File: src/rtl/rscev_pkg.sv
// Shared constants, codes and types of the routing step cost evaluator.
package rscev_pkg;

	// Penalty table geometry.
	localparam int TABLE_ENTRIES = 64;
	localparam int TBL_AW        = $clog2(TABLE_ENTRIES);

	// Field widths.
	localparam int COST_W   = 64;
	localparam int USED_W   = 7;
	localparam int SLOT_W   = 6;
	localparam int LAYER_W  = 8;
	localparam int COORD_W  = 32;
	localparam int EDIR_W   = 2;
	localparam int SDIR_W   = 3;
	localparam int PDIR_W   = 4;
	localparam int CFG_IW   = 3;

	// Five terms of at most 64 bits each fit in 67 bits without loss.
	localparam int ACC_W    = COST_W + 3;

	// Base cost, base surcharge, turn cost and turn surcharge.
	localparam int TERM_W   = 3;
	localparam logic [TERM_W-1:0] TERM_COUNT = TERM_W'(4);

	localparam logic [PDIR_W-1:0] NO_PRIOR_DIR = PDIR_W'(8);

	// Item operation codes.
	localparam logic OP_WRITE = 1'b0;
	localparam logic OP_QUERY = 1'b1;

	// Configuration register indexes.
	localparam logic [CFG_IW-1:0] CFG_ORTH_COST    = CFG_IW'(0);
	localparam logic [CFG_IW-1:0] CFG_DIAG_COST    = CFG_IW'(1);
	localparam logic [CFG_IW-1:0] CFG_TURN_COST    = CFG_IW'(2);
	localparam logic [CFG_IW-1:0] CFG_ORTH_EXTRA   = CFG_IW'(3);
	localparam logic [CFG_IW-1:0] CFG_DIAG_EXTRA   = CFG_IW'(4);
	localparam logic [CFG_IW-1:0] CFG_TURN_EXTRA   = CFG_IW'(5);
	localparam logic [CFG_IW-1:0] CFG_ENTRIES_USED = CFG_IW'(6);

	// Work queue between the front and the back.
	localparam int QUEUE_DEPTH = 2;
	localparam int QPTR_W      = $clog2(QUEUE_DEPTH);
	localparam int QCNT_W      = $clog2(QUEUE_DEPTH + 1);

	typedef struct packed {
		logic [LAYER_W-1:0]        layer;
		logic signed [COORD_W-1:0] col;
		logic signed [COORD_W-1:0] row;
		logic [EDIR_W-1:0]         dir;
	} key_t;

	typedef struct packed {
		key_t              key;
		logic [COST_W-1:0] penalty;
	} entry_t;

	// One classified item as it waits in the queue.
	typedef struct packed {
		logic              op;
		logic [SLOT_W-1:0] slot;
		key_t              key;
		logic              diag;
		logic              turn;
		logic [COST_W-1:0] penalty;
	} item_t;

	typedef struct packed {
		logic [COST_W-1:0] orth_cost;
		logic [COST_W-1:0] diag_cost;
		logic [COST_W-1:0] turn_cost;
		logic [COST_W-1:0] orth_extra;
		logic [COST_W-1:0] diag_extra;
		logic [COST_W-1:0] turn_extra;
		logic [USED_W-1:0] entries_used;
	} cost_cfg_t;

	typedef struct packed {
		logic idle;
		logic in_scan;
	} bk_status_t;

endpackage

File: src/rtl/rscev_queue.sv
// Short work queue between the front end and the back end.
module rscev_queue (
	input  logic             clk,
	input  logic             arst_n,
	input  logic             push,
	input  rscev_pkg::item_t push_item,
	output logic             full,
	input  logic             pop,
	output rscev_pkg::item_t pop_item,
	output logic             empty
);
	import rscev_pkg::*;

	item_t             slots_q [QUEUE_DEPTH];
	logic [QPTR_W-1:0] wr_ptr_q;
	logic [QPTR_W-1:0] rd_ptr_q;
	logic [QCNT_W-1:0] count_q;

	assign full     = (count_q == QCNT_W'(QUEUE_DEPTH));
	assign empty    = (count_q == '0);
	assign pop_item = slots_q[rd_ptr_q];

	always_ff @(posedge clk) begin
		if (push) begin
			slots_q[wr_ptr_q] <= push_item;
		end
	end

	always_ff @(posedge clk or negedge arst_n) begin
		if (!arst_n) begin
			wr_ptr_q <= '0;
			rd_ptr_q <= '0;
			count_q  <= '0;
		end else begin
			if (push) begin
				wr_ptr_q <= (wr_ptr_q == QPTR_W'(QUEUE_DEPTH - 1)) ? '0 : wr_ptr_q + 1'b1;
			end
			if (pop) begin
				rd_ptr_q <= (rd_ptr_q == QPTR_W'(QUEUE_DEPTH - 1)) ? '0 : rd_ptr_q + 1'b1;
			end
			if (push && !pop) begin
				count_q <= count_q + 1'b1;
			end else if (pop && !push) begin
				count_q <= count_q - 1'b1;
			end
		end
	end

endmodule

File: config.mk
export PLATFORM = sky130hd
export DESIGN_NAME = rscev_queue
export DESIGN_NICKNAME = d
export VERILOG_FILES = /design/src/rtl/rscev_pkg.sv /design/src/rtl/rscev_queue.sv
export SDC_FILE = /design/constraint.sdc
export NUM_CORES = 1
export LEC_CHECK = 0
export BUFFER_PORTS_ARGS = -buffer_cell sky130_fd_sc_hd__buf_4
export CAP_MARGIN = 20
export CORE_MARGIN = 10
export CORE_UTILIZATION = 30
export DETAILED_ROUTE_END_ITERATION = 10
export GPL_TIMING_DRIVEN = 0
export SLEW_MARGIN = 15
export SYNTH_ARGS = -nofsm -noshare
export SYNTH_HDL_FRONTEND = slang
export SYNTH_SLANG_ARGS = --single-unit
File: constraint.sdc
create_clock -name clk -period 9.5 [get_ports clk]
set_input_delay 0.95 -clock clk [delete_from_list [all_inputs] [get_ports clk]]
set_output_delay 0.95 -clock clk [all_outputs]
set_load 0.02 [all_outputs]
==> out/metrics.yaml <==
route:
  num_vias: 5589
  wl_per_cell_microns: 19.5
  drc: 0
  drt_iter0_drc: 183
  vias_per_cell: 4.29
  ant_nets: 0
  dr.pass1.iters: 4
  wirelength_mm: 25.5
grt:
  grt.busiest_layer: "met2"
  grt_pass1_vias: 6150
  grt_use_met1: 0.127
  grt_usage: 0.110
  grt_first_pass_wirelength_mm: 37.7
  grt_use_met3: 0.0491
  grt_max_degree: 46
  antenna_found_initial: 1
  use_met2: 0.181
  grt_overflow_total: 0
place:
  post-place-cells: 1243
  dp_hpwl_mm: 18.0
  numPortBuffers: 299
  gp_congestion: 0.698
die:
  core_sq_mm: 0.0356
  start_util: 0.304
  die_h_microns: 210
  rows: 69
  dieArea_sq_mm: 0.0441
  die_w_microns: 210
  ios: 300
synth:
  synth_area_sq_mm: 0.0108
  syn_avg_cell_area_sq_um: 22.9
  synth_nets: 625
  ys_seq_area_frac: 0.824
  ys_ff_latch: 298
  yosysUniqueCellTypes: 13
  synth_top_area_share: 0.815
  ys_top_cells_by_area: "edfxtp_1, mux2_2, buf_6"
  synth.largest_area_cell: "edfxtp_1"
  netlist_instances: 473
  yosysWarnings: 0
critical_path:
  critPathLaunchType: "flip-flop"
  crit_family: "buffers and inverters"
  path_class: "reg2out"
  crit_path_end_kind: "output port"
  reg2reg_slack_ns: 7.57
  reg2regPathDepth: 3
  critical-path-slowest-cell: "dfrtp_1"
  cp_slowest_stage_delay_ns: 0.37
  worst-path-buf-inv: 3
  required_ns: 8.55
  path_max_fanout: 10
  worstPathCellList: "buf_4 > buf_6 > mux2_2 > buf_4"
  critPathArrivalTime_ns: 1.92
  path_common_cell: "buf_4"
  reg2reg_to: "slots_q[1][27]$_DFFE_PP_"
  r2r-start: "wr_ptr_q$_DFFE_PN0P_"
final_layout:
  syn_to_final_growth_pct: 38.5
  diodes: 0
  fillers: 3221
  layout_common_cells: "buf_4, edfxtp_1, mux2_2"
  final_cells: 1303
  final_common_cell: "buf_4"
  post-route-util: 0.422
  nets: 971
  drive_above_1_share: 0.619
outcome:
  status: "completed"
clock_network:
  clk_pin_slew_ns: 0.06
  cts.path.max_buffers: 3
  cts_buffers: 35
  cts-root-buf: "clkbuf_16"
  insertion_delay_ns: 0.51
  cts_setup_buffers: 0
  cts_tree: "yes"
  h-tree-depth: 2
  clock-sinks: 298
  postCtsResizedCells: 0
  ctsHoldBuffers: 0
sta:
  hold_viol_final: 0
  clock.fmax_mhz: 349
  setup_violations: 0
  slew_headroom: 0.617
  post-route-period-util: 0.302
  drv_slew: 0
  fin_crit_ns: 2.87
  clock_skew_ns: 0.0178
  worstMarginPinSlew_ns: 0.574
  rsz0062_at_grt: "false"
power_and_ir_drop:
  peakVddDrop_mv: 0.166
  total_power_w: 0.00475
  p_leak_nw: 5.60
  p_per_area_mw_per_mm2: 317
hold_path:
  hp-class: "in2async"
job:
  cap_violations: 0
cells in the mapped netlist:
| library cell | n |
|---|---|
| edfxtp_1 | 294 |
| and2_1 | 1 |
| buf_4 | 2 |
| xnor2_1 | 1 |
| dfrtp_1 | 4 |
| xor2_1 | 4 |
| buf_6 | 12 |
| ha_1 | 1 |
| buf_2 | 2 |
| nor2b_1 | 2 |
| mux2_2 | 147 |
| inv_1 | 1 |
| nor2_1 | 2 |
how the worst max path moves through the flow:
stage | from | end | cells after the start
final | rd_ptr_q$_DFFE_PN0P_ | pop_item[20] | 4
after global routing | rd_ptr_q$_DFFE_PN0P_ | pop_item[20] | 4
after CTS | rd_ptr_q$_DFFE_PN0P_ | pop_item[20] | 4
after detailed placement | push | slots_q[1][105]$_DFFE_PP_ | 4
after global placement | push | slots_q[0][71]$_DFFE_PP_ | 2
after floorplan | push | slots_q[0][0]$_DFFE_PP_ | 1
cells by family after synthesis:
logic type,share of synthesized area
flops,0.824
mux,0.153
buf+inv,0.0151
xor+xnor,0.00404
simple gates,0.00243
fa+ha+maj,0.00116
state kept, by name, indices dropped and copies added (netlist names):
signal / flops
rd_ptr_q: 1
slots_q: 294
count_q: 2
wr_ptr_q: 1
cell type report:
class	count	area (sq um)	area share
inverters	1	3.75	0.000250
repair buffers	309	2470	0.165
multi-input cells	158	1750	0.117
clock buffers	43	916	0.0611
well taps	461	577	0.0385
clock inverters	17	190	0.0127
plain buffers	16	160	0.0107
flip-flops and latches	298	8930	0.595
power by group:
group	switching, W	internal, W
sequential	0.0000507	0.00174
combinational	0.000905	0.000761
clock	0.000499	0.000792
routing by layer:
layer,wire length [microns],share of wire
met5,13,0.00051
met2,12500,0.49
met3,2350,0.092
met1,10100,0.40
met4,496,0.019
through the flow:
| step | area, sq um | TNS, ns | hold WS, ns | setup slack (ns) |
|---|---|---|---|---|
| detailed placement | 13900 | 0 | 0.481 | 6.91 |
| floorplan | 10800 | 0 | 0.455 | 1.52 |
| global route | 15000 | 0 | 0.198 | 6.52 |
| global placement | 13700 | -505.52 | 0.469 | -3.45 |
| finish | 15000 | 0 | 0.228 | 6.63 |
| CTS | 15000 | 0 | 0.194 | 6.55 |
(Power assumes the default switching activity.)
