`src/rtl/rscev_pkg.sv`:
```
// Shared constants, codes and types of the routing step cost evaluator.
package rscev_pkg;

	// Penalty table geometry.
	localparam int TABLE_ENTRIES = 64;
	localparam int TBL_AW        = $clog2(TABLE_ENTRIES);

	// Field widths.
	localparam int COST_W   = 64;
	localparam int USED_W   = 7;
	localparam int SLOT_W   = 6;
	localparam int LAYER_W  = 8;
	localparam int COORD_W  = 32;
	localparam int EDIR_W   = 2;
	localparam int SDIR_W   = 3;
	localparam int PDIR_W   = 4;
	localparam int CFG_IW   = 3;

	// Five terms of at most 64 bits each fit in 67 bits without loss.
	localparam int ACC_W    = COST_W + 3;

	// Base cost, base surcharge, turn cost and turn surcharge.
	localparam int TERM_W   = 3;
	localparam logic [TERM_W-1:0] TERM_COUNT = TERM_W'(4);

	localparam logic [PDIR_W-1:0] NO_PRIOR_DIR = PDIR_W'(8);

	// Item operation codes.
	localparam logic OP_WRITE = 1'b0;
	localparam logic OP_QUERY = 1'b1;

	// Configuration register indexes.
	localparam logic [CFG_IW-1:0] CFG_ORTH_COST    = CFG_IW'(0);
	localparam logic [CFG_IW-1:0] CFG_DIAG_COST    = CFG_IW'(1);
	localparam logic [CFG_IW-1:0] CFG_TURN_COST    = CFG_IW'(2);
	localparam logic [CFG_IW-1:0] CFG_ORTH_EXTRA   = CFG_IW'(3);
	localparam logic [CFG_IW-1:0] CFG_DIAG_EXTRA   = CFG_IW'(4);
	localparam logic [CFG_IW-1:0] CFG_TURN_EXTRA   = CFG_IW'(5);
	localparam logic [CFG_IW-1:0] CFG_ENTRIES_USED = CFG_IW'(6);

	// Work queue between the front and the back.
	localparam int QUEUE_DEPTH = 2;
	localparam int QPTR_W      = $clog2(QUEUE_DEPTH);
	localparam int QCNT_W      = $clog2(QUEUE_DEPTH + 1);

	typedef struct packed {
		logic [LAYER_W-1:0]        layer;
		logic signed [COORD_W-1:0] col;
		logic signed [COORD_W-1:0] row;
		logic [EDIR_W-1:0]         dir;
	} key_t;

	typedef struct packed {
		key_t              key;
		logic [COST_W-1:0] penalty;
	} entry_t;

	// One classified item as it waits in the queue.
	typedef struct packed {
		logic              op;
		logic [SLOT_W-1:0] slot;
		key_t              key;
		logic              diag;
		logic              turn;
		logic [COST_W-1:0] penalty;
	} item_t;

	typedef struct packed {
		logic [COST_W-1:0] orth_cost;
		logic [COST_W-1:0] diag_cost;
		logic [COST_W-1:0] turn_cost;
		logic [COST_W-1:0] orth_extra;
		logic [COST_W-1:0] diag_extra;
		logic [COST_W-1:0] turn_extra;
		logic [USED_W-1:0] entries_used;
	} cost_cfg_t;

	typedef struct packed {
		logic idle;
		logic in_scan;
	} bk_status_t;

endpackage

```
`src/rtl/rscev_front.sv`:
```
// Front end: accepts command beats and classifies them for the back end.
module rscev_front (
	input  logic                          start,
	output logic                          busy,
	input  logic                          op,
	input  logic [rscev_pkg::SLOT_W-1:0]  slot,
	input  logic [rscev_pkg::LAYER_W-1:0] layer_id,
	input  logic signed [rscev_pkg::COORD_W-1:0] lattice_col,
	input  logic signed [rscev_pkg::COORD_W-1:0] lattice_row,
	input  logic [rscev_pkg::EDIR_W-1:0]  edge_dir,
	input  logic [rscev_pkg::SDIR_W-1:0]  step_dir,
	input  logic [rscev_pkg::PDIR_W-1:0]  prior_dir,
	input  logic [rscev_pkg::COST_W-1:0]  penalty_value,
	input  logic                          queue_full,
	output logic                          push,
	output rscev_pkg::item_t              push_item
);
	import rscev_pkg::*;

	assign busy = queue_full;
	assign push = start && !queue_full;

	always_comb begin
		push_item.op        = op;
		push_item.slot      = slot;
		push_item.key.layer = layer_id;
		push_item.key.col   = lattice_col;
		push_item.key.row   = lattice_row;
		push_item.key.dir   = edge_dir;
		// Odd move codes are the diagonals.
		push_item.diag      = step_dir[0];
		// Any given incoming direction other than the move itself is a bend.
		push_item.turn      = (prior_dir != NO_PRIOR_DIR) &&
		                      (prior_dir != {1'b0, step_dir});
		push_item.penalty   = penalty_value;
	end

endmodule

```
`config.mk`:
```
export PLATFORM = sky130hd
export DESIGN_NAME = rscev_front
export DESIGN_NICKNAME = d
export VERILOG_FILES = /design/src/rtl/rscev_pkg.sv /design/src/rtl/rscev_front.sv
export SDC_FILE = /design/constraint.sdc
export NUM_CORES = 1
export LEC_CHECK = 0
export BUFFER_PORTS_ARGS = -buffer_cell sky130_fd_sc_hd__buf_2
export CAP_MARGIN = 20
export CELL_PAD_IN_SITES_DETAIL_PLACEMENT = 0
export CELL_PAD_IN_SITES_GLOBAL_PLACEMENT = 1
export CORE_AREA = 4 4 116 118
export DETAILED_ROUTE_END_ITERATION = 8
export DIE_AREA = 0 0 120 122
export PLACE_DENSITY_LB_ADDON = 0.1
export SYNTH_ARGS = -nofsm -noshare
export SYNTH_HDL_FRONTEND = slang
export SYNTH_SLANG_ARGS = --single-unit
export TNS_END_PERCENT = 1
```
`constraint.sdc`:
```
create_clock -name vclk -period 0.8
set_input_delay 0.12 -clock vclk [all_inputs]
set_output_delay 0.12 -clock vclk [all_outputs]
set_load 0.01 [all_outputs]
```
==> results of run 1 <==
## power breakdown
| group | internal [mW] | switching (mW) |
|---|---|---|
| registers | 0 | 0 |
| clock network | 0 | 0 |
| logic | 0.0501 | 0.0322 |
| total | 0.0501 | 0.0322 |
## kinds of logic (layout without fill, tap and decap cells)
group | after synthesis | in the layout | share of synthesized area [%]
buffers and inverters | 148 | 15 | 95.68
xor gates and xnor gates | 3 | 3 | 2.271
and+or+nand+nor | 2 | 2 | 1.298
AOI/OAI and AO/OA | 1 | 1 | 0.7569
## synthesized netlist by cell type
cell type / count
nor2b_1: 1
a41oi_1: 1
xnor2_1: 3
buf_4: 147
nor4b_1: 1
inv_1: 1
## layer usage
layer  global-route usage, %  vias up  part of all wire [%]
met1                  0.5022       78                   8.5
met3                   2.693       66                    31
met2                   2.564       80                    36
met5                       0        -                     0
met4                   5.941        0                    24
li1                        -       54                     -
## metrics by stage
| stage | hold WS [ps] | instances | power, mW | cell area [sq um] | util, % |
|---|---|---|---|---|---|
| floorplan | 286.4 | 154 | 0.7804 | 1157 | - |
| global placement | 240.1 | 193 | 0.07275 | 341.6 | 2.740 |
| detailed placement | 240.1 | 193 | 0.07182 | 341.6 | 2.740 |
| CTS | 240.1 | 193 | 0.08384 | 366.6 | 2.941 |
| global route | 240.0 | 193 | 0.08968 | 366.6 | 2.941 |
| finish | 240.0 | 193 | 0.08232 | 366.6 | 2.941 |
## worst max-delay path by stage
stage | endpoint | cells past startpoint
floorplan | push_item[64] | 2
global placement | push_item[64] | 4
detailed placement | push_item[64] | 4
CTS | push_item[64] | 4
global route | push_item[64] | 4
finish | push_item[64] | 4
## final cells by class
type / count / area (sq um) / area share (%)
Timing Repair Buffer: 14 / 91.34 / 24.91
Inverter: 1 / 3.754 / 1.024
Multi-Input combinational cell: 6 / 56.30 / 15.36
Tap cell: 172 / 215.2 / 58.70
## timing repair
item	in CTS	in global routing
pin swaps	3	1
endpoints found under the setup margin	1	1
resized for setup	4	0
==> reports/summary.txt, run 1 <==
status: complete, but fails checks
failing checks: negative setup slack
crit path launch type: input pin
Least-Margin Pin Slew: 188.8 ps
Pre-antenna DRT Iters: 3
total number of vias: 278
Fillers: 1488
vias in the first global route: 360
synthesis-to-finish area growth: -68.32%
Critical Path AT: 680 ps
Boundary Pins: 303
Die Wd: 120 um
Worst Setup End Kind: output port
GRT Total Usage: 2.259%
Slowest-stage cell, CP: nor4b_2
post-synthesis sequential area ratio: 0%
CP Cell Sequence: buf_6 > nor4b_2 > a41oi_1 > buf_2
Slew Limit Fails: 0
share of post-route cells with drive strength above 1: 71.43%
commonest non-fill, non-tap cell in the layout: buf_2
global placer's final weighted congestion: 0.5771
starting density of the core: 9.284%
Mapped Cells: 154
Rows: 41
Max transition margin: 87.38%
largest stage delay on the critical path: 250 ps
Place WS: -59.18 ps
total length of routed wires: 1.980 mm
syn avg cell area: 7.515 sq um
CP Class: in2out
Netlist cell types: 6
crit-path leading delay family: buffers and inverters
Achievable Freq: 1246 MHz
LEAKAGE: 0.07855 nW
initial antenna violation count: 0
DIE AREA: 14640 sq um
commonest non-fill, non-tap cells in the layout: buf_2 (10), xnor2_1 (3), buf_6 (3)
syn nets: 308
RSZ-0062 raised after global routing: true
number of hold buffers added after cts: 0
setup violators final: 1
Power Dens Cells: 224.5 nW/um^2
Mapped Area: 1157 sq um
hold_sp: penalty_value[0]
top cell type's share of synthesized area: 95.35%
Buffers on Ports: 13
initial DRC count: 3
min cycle time layout: 802.5 ps
CP required: 680 ps
final hold viol count: 0
routed vias/inst: 1.440
Ys Warns: 0
Worst Hold Class: in2out
area leader, netlist: buf_4
largest net degree at the start of global routing: 3
Buf/Inv on CP: 2
Die Y: 122 um
DRC Markers: 0
Hold Crit Depth: 0
area occupied by registers: 0 sq um
max cap viols: 0
first-pass GRT wire length: 2.477 mm
Setup Buffers After CTS: 0
seq_cells: 0
PnR worst setup slack: -2.501 ps
CLK BUF: 0
Worst Setup SP: prior_dir[0]
Final Cycle Share: 100.3%
Congestion Overflow GR: 0
TNS Setup: -2.501 ps
Antenna diodes: 0
top cells by area, synth: buf_4 (95%), xnor2_1 (2.3%), a41oi_1 (0.76%), nor4b_1 (0.76%), nor2b_1 (0.54%)
Worst Path Max Fanout: 2
VDD IR-drop max: 0.00003544 V
Avg WL per Cell: 10.26 um
hold endpoint: push_item[0]
nets: 177
Core Region: 12470 sq um
ANT nets after route: 0
Note: power is estimated with default switching activity, not from simulation.
==> run 2: changes to the inputs <==
==> constraint.sdc (replaced) <==
create_clock -name vclk -period 0.8
set_input_delay 0.08 -clock vclk [all_inputs]
set_output_delay 0.08 -clock vclk [all_outputs]
set_load 0.01 [all_outputs]
==> reports/summary.txt, run 2 (same netlist as run 1, synthesis figures left out) <==
Critical Path AT: 680 ps
total length of routed wires: 1.985 mm
PnR worst setup slack: 35.39 ps
final hold viol count: 0
initial DRC count: 2
LEAKAGE: 0.06739 nW
seq_cells: 0
first-pass GRT wire length: 2.428 mm
largest net degree at the start of global routing: 3
routed vias/inst: 1.411
Congestion Overflow GR: 0
commonest non-fill, non-tap cells in the layout: buf_2 (13), xnor2_1 (3)
Power Dens Cells: 202.6 nW/um^2
Setup Buffers After CTS: 0
starting density of the core: 9.284%
share of post-route cells with drive strength above 1: 70.00%
RSZ-0062 raised after global routing: false
DRC Markers: 0
Core Region: 12470 sq um
Die Y: 122 um
clock power share: 0%
Achievable Freq: 1308 MHz
area occupied by registers: 0 sq um
setup violators final: 0
Worst Hold Class: in2out
Final Cycle Share: 95.58%
area of the multi-input gates: 56.30 sq um
area post-placement: 334.1 sq um
Max transition margin: 87.48%
Buf/Inv on CP: 2
CP Cell Sequence: buf_2 > xnor2_1 > a41oi_1 > buf_2
cell mode on critical path: buf_2
Die Wd: 120 um
switching share of total power: 44.77%
crit-path leading delay family: buffers and inverters
synthesis-to-finish area growth: -70.59%
VDD IR-drop max: 0.00002081 V
Gate power share: 100.0%
Buffers on Ports: 13
Worst Path Max Fanout: 2
vias in the first global route: 349
GRT Total Usage: 2.230%
Least-Margin Pin Slew: 187.3 ps
CLK BUF: 0
nets: 176
Rows: 41
min cycle time layout: 764.6 ps
Slowest-stage cell, CP: a41oi_1
Power Internal: 0.03808 mW
Slew Limit Fails: 0
Avg WL per Cell: 10.34 um
CP required: 720 ps
Boundary Pins: 303
Fillers: 1486
DIE AREA: 14640 sq um
status: finished clean
initial antenna violation count: 0
Place WS: -8.715 ps
largest stage delay on the critical path: 200 ps
total number of vias: 271
Worst Setup End Kind: output port
CP Class: in2out
Pre-antenna DRT Iters: 2
max cap viols: 0
Net Switching: 0.03087 mW
Antenna diodes: 0
ANT nets after route: 0
commonest non-fill, non-tap cell in the layout: buf_2
final instance area: 340.3 sq um
share of total power in sequential cells: 0%
crit path launch type: input pin
global placer's final weighted congestion: 0.5566
## run 2: cell count changes in the layout (fill, tap and decap cells not counted)
cell	change
buf_4	-1
buf_6	-3
buf_2	+3
## run 2: cell type report
| class | instances | area share [%] |
|---|---|---|
| multi-input combinational | 6 | 16.54 |
| tap | 172 | 63.24 |
| inverter | 1 | 1.103 |
| timing repair buffer | 13 | 19.12 |
## run 2: stage by stage
step / hold WS, ps / total power, mW / utilization, % / setup TNS (ps) / cells
after floorplan: 206.4 / 0.7804 / - / 0 / 154
after global placement: 160.1 / 0.06880 / 2.680 / 0 / 192
after detailed placement: 160.1 / 0.06881 / 2.680 / -8.715 / 192
after CTS: 160.1 / 0.07140 / 2.730 / 0 / 192
after global routing: 160.0 / 0.07443 / 2.730 / 0 / 192
final: 160.0 / 0.06894 / 2.730 / 0 / 192
## run 2: power by group through the flow
| stage | logic (mW) | clock network (mW) | registers, mW |
|---|---|---|---|
| 2_1_floorplan | 0.780 | 0 | 0 |
| 6_report | 0.0689 | 0 | 0 |
| 4_1_cts | 0.0714 | 0 | 0 |
| 5_1_grt | 0.0744 | 0 | 0 |
| 3_5_place_dp | 0.0688 | 0 | 0 |
| 3_3_place_gp | 0.0688 | 0 | 0 |
## run 2: path summary, 6_finish.rpt
| check | to | slack, ps | cells past startpoint | start |
|---|---|---|---|---|
| min | push_item[0] | 160 | 0 | penalty_value[0] |
| max | push_item[64] | 40 | 4 | prior_dir[1] |
## run 2: layer usage
| layer | up-vias | GRT usage, % | part of all wire [%] |
|---|---|---|---|
| met5 | - | 0 | 0 |
| met4 | 0 | 5.941 | 24 |
| met3 | 66 | 2.739 | 31 |
| met2 | 80 | 2.564 | 37 |
| met1 | 74 | 0.3906 | 7.9 |
| li1 | 51 | - | - |
## run 2: what timing repair did
item | in CTS | in global routing
setup endpoints to repair | 1 | 0
hold endpoints to repair | 0 | 0
resized for setup | 1 | 0
hold buffers | 0 | 0
==> run 3: changes to the inputs <==
--- a/config.mk
+++ b/config.mk
@@ -12,7 +12,7 @@
 export CORE_AREA = 4 4 116 118
 export DETAILED_ROUTE_END_ITERATION = 8
 export DIE_AREA = 0 0 120 122
-export PLACE_DENSITY_LB_ADDON = 0.1
+export PLACE_DENSITY_LB_ADDON = 0.15
 export SYNTH_ARGS = -nofsm -noshare
 export SYNTH_HDL_FRONTEND = slang
 export SYNTH_SLANG_ARGS = --single-unit
==> constraint.sdc (replaced) <==
create_clock -name vclk -period 1
set_input_delay 0.1 -clock vclk [all_inputs]
set_output_delay 0.1 -clock vclk [all_outputs]
set_load 0.01 [all_outputs]
==> reports/summary.txt, run 3 (same netlist as run 1, synthesis figures left out) <==
Die Y: 122 um
Hold Slack: 200.0 ps
Util after Layout: 2.680%
routed vias/inst: 1.552
Buf/Inv on CP: 2
LEAKAGE: 0.06601 nW
largest net degree at the start of global routing: 3
Critical Path AT: 770 ps
Final Cycle Share: 86.75%
area occupied by registers: 0 sq um
Least-Margin Pin Slew: 291.6 ps
Die Wd: 120 um
first-pass GRT wire length: 2.628 mm
VDD IR-drop max: 0.00002618 V
CP required: 900 ps
GRT Total Usage: 2.444%
Slew Limit Fails: 0
TNS Setup: 0 ps
total power: 0.05429 mW
Antenna diodes: 0
number of hold buffers added after cts: 0
Buffers on Ports: 13
setup violators final: 0
commonest non-fill, non-tap cell in the layout: buf_2
CP Cell Sequence: buf_2 > nor4b_1 > a41oi_1 > buf_2
total number of vias: 298
CP Class: in2out
DRC Markers: 0
cell mode on critical path: buf_2
seq_cells: 0
Max transition margin: 80.29%
initial antenna violation count: 0
Boundary Pins: 303
RSZ-0062 raised after global routing: false
initial DRC count: 2
Congestion Overflow GR: 0
Setup Buffers After CTS: 0
area of the multi-input gates: 50.05 sq um
crit-path leading delay family: simple AND/OR/NAND/NOR gates
Worst Path Max Fanout: 2
post-CTS sizing: 0
commonest non-fill, non-tap cells in the layout: buf_2 (13), xnor2_1 (3)
share of post-route cells with drive strength above 1: 65.00%
total length of routed wires: 2.249 mm
nets: 176
Power Dens Cells: 162.5 nW/um^2
starting density of the core: 9.284%
Fillers: 1483
Achievable Freq: 1153 MHz
Worst Setup End Kind: output port
DIE AREA: 14640 sq um
min cycle time layout: 867.5 ps
CLK BUF: 0
largest stage delay on the critical path: 330 ps
vias in the first global route: 374
Place WS: 125.1 ps
Avg WL per Cell: 11.71 um
Rows: 41
final hold viol count: 0
crit path launch type: input pin
status: finished clean
PnR worst setup slack: 132.5 ps
synthesis-to-finish area growth: -71.14%
Worst Hold Class: in2out
ANT nets after route: 0
global placer's final weighted congestion: 0.5097
Pre-antenna DRT Iters: 2
Core Region: 12470 sq um
max cap viols: 0
Slowest-stage cell, CP: nor4b_1
==> run 3: changes by cell type in the layout (fill, tap and decap cells not counted) <==
cell,previous run,this run
nor4b_2,1,0
nor4b_1,0,1
==> run 3: cell type report <==
type,instances,share of cell area [%]
well taps,172,64.42
multi-input cells,6,14.98
inverters,1,1.124
repair buffers,13,19.48
==> run 3: worst paths after layout <==
path	from	end	slack, ps	depth (start not counted)
worst min-delay path	penalty_value[0]	push_item[0]	200	0
worst max-delay path	prior_dir[2]	push_item[64]	130	4
==> run 3: layer usage <==
layer / wire, um / part of all wire, % / up-vias / GRT usage (%)
li1: - / - / 51 / -
met1: 142 / 6.3 / 81 / 0.3627
met2: 686 / 31 / 88 / 2.248
met3: 770 / 34 / 78 / 3.389
met4: 650 / 29 / 0 / 7.230
met5: 0 / 0 / - / 0
==> run 3: where the power goes <==
part	internal (mW)	leakage (nW)	switching, mW
clock	0	0	0
combinational	0.0298	0.0660	0.0245
sequential	0	0	0
==> run 3: metrics by stage <==
step	area (sq um)	instances
detailed placement	334.1	192
finish	334.1	192
global route	334.1	192
floorplan	1157	154
global placement	334.1	192
CTS	334.1	192
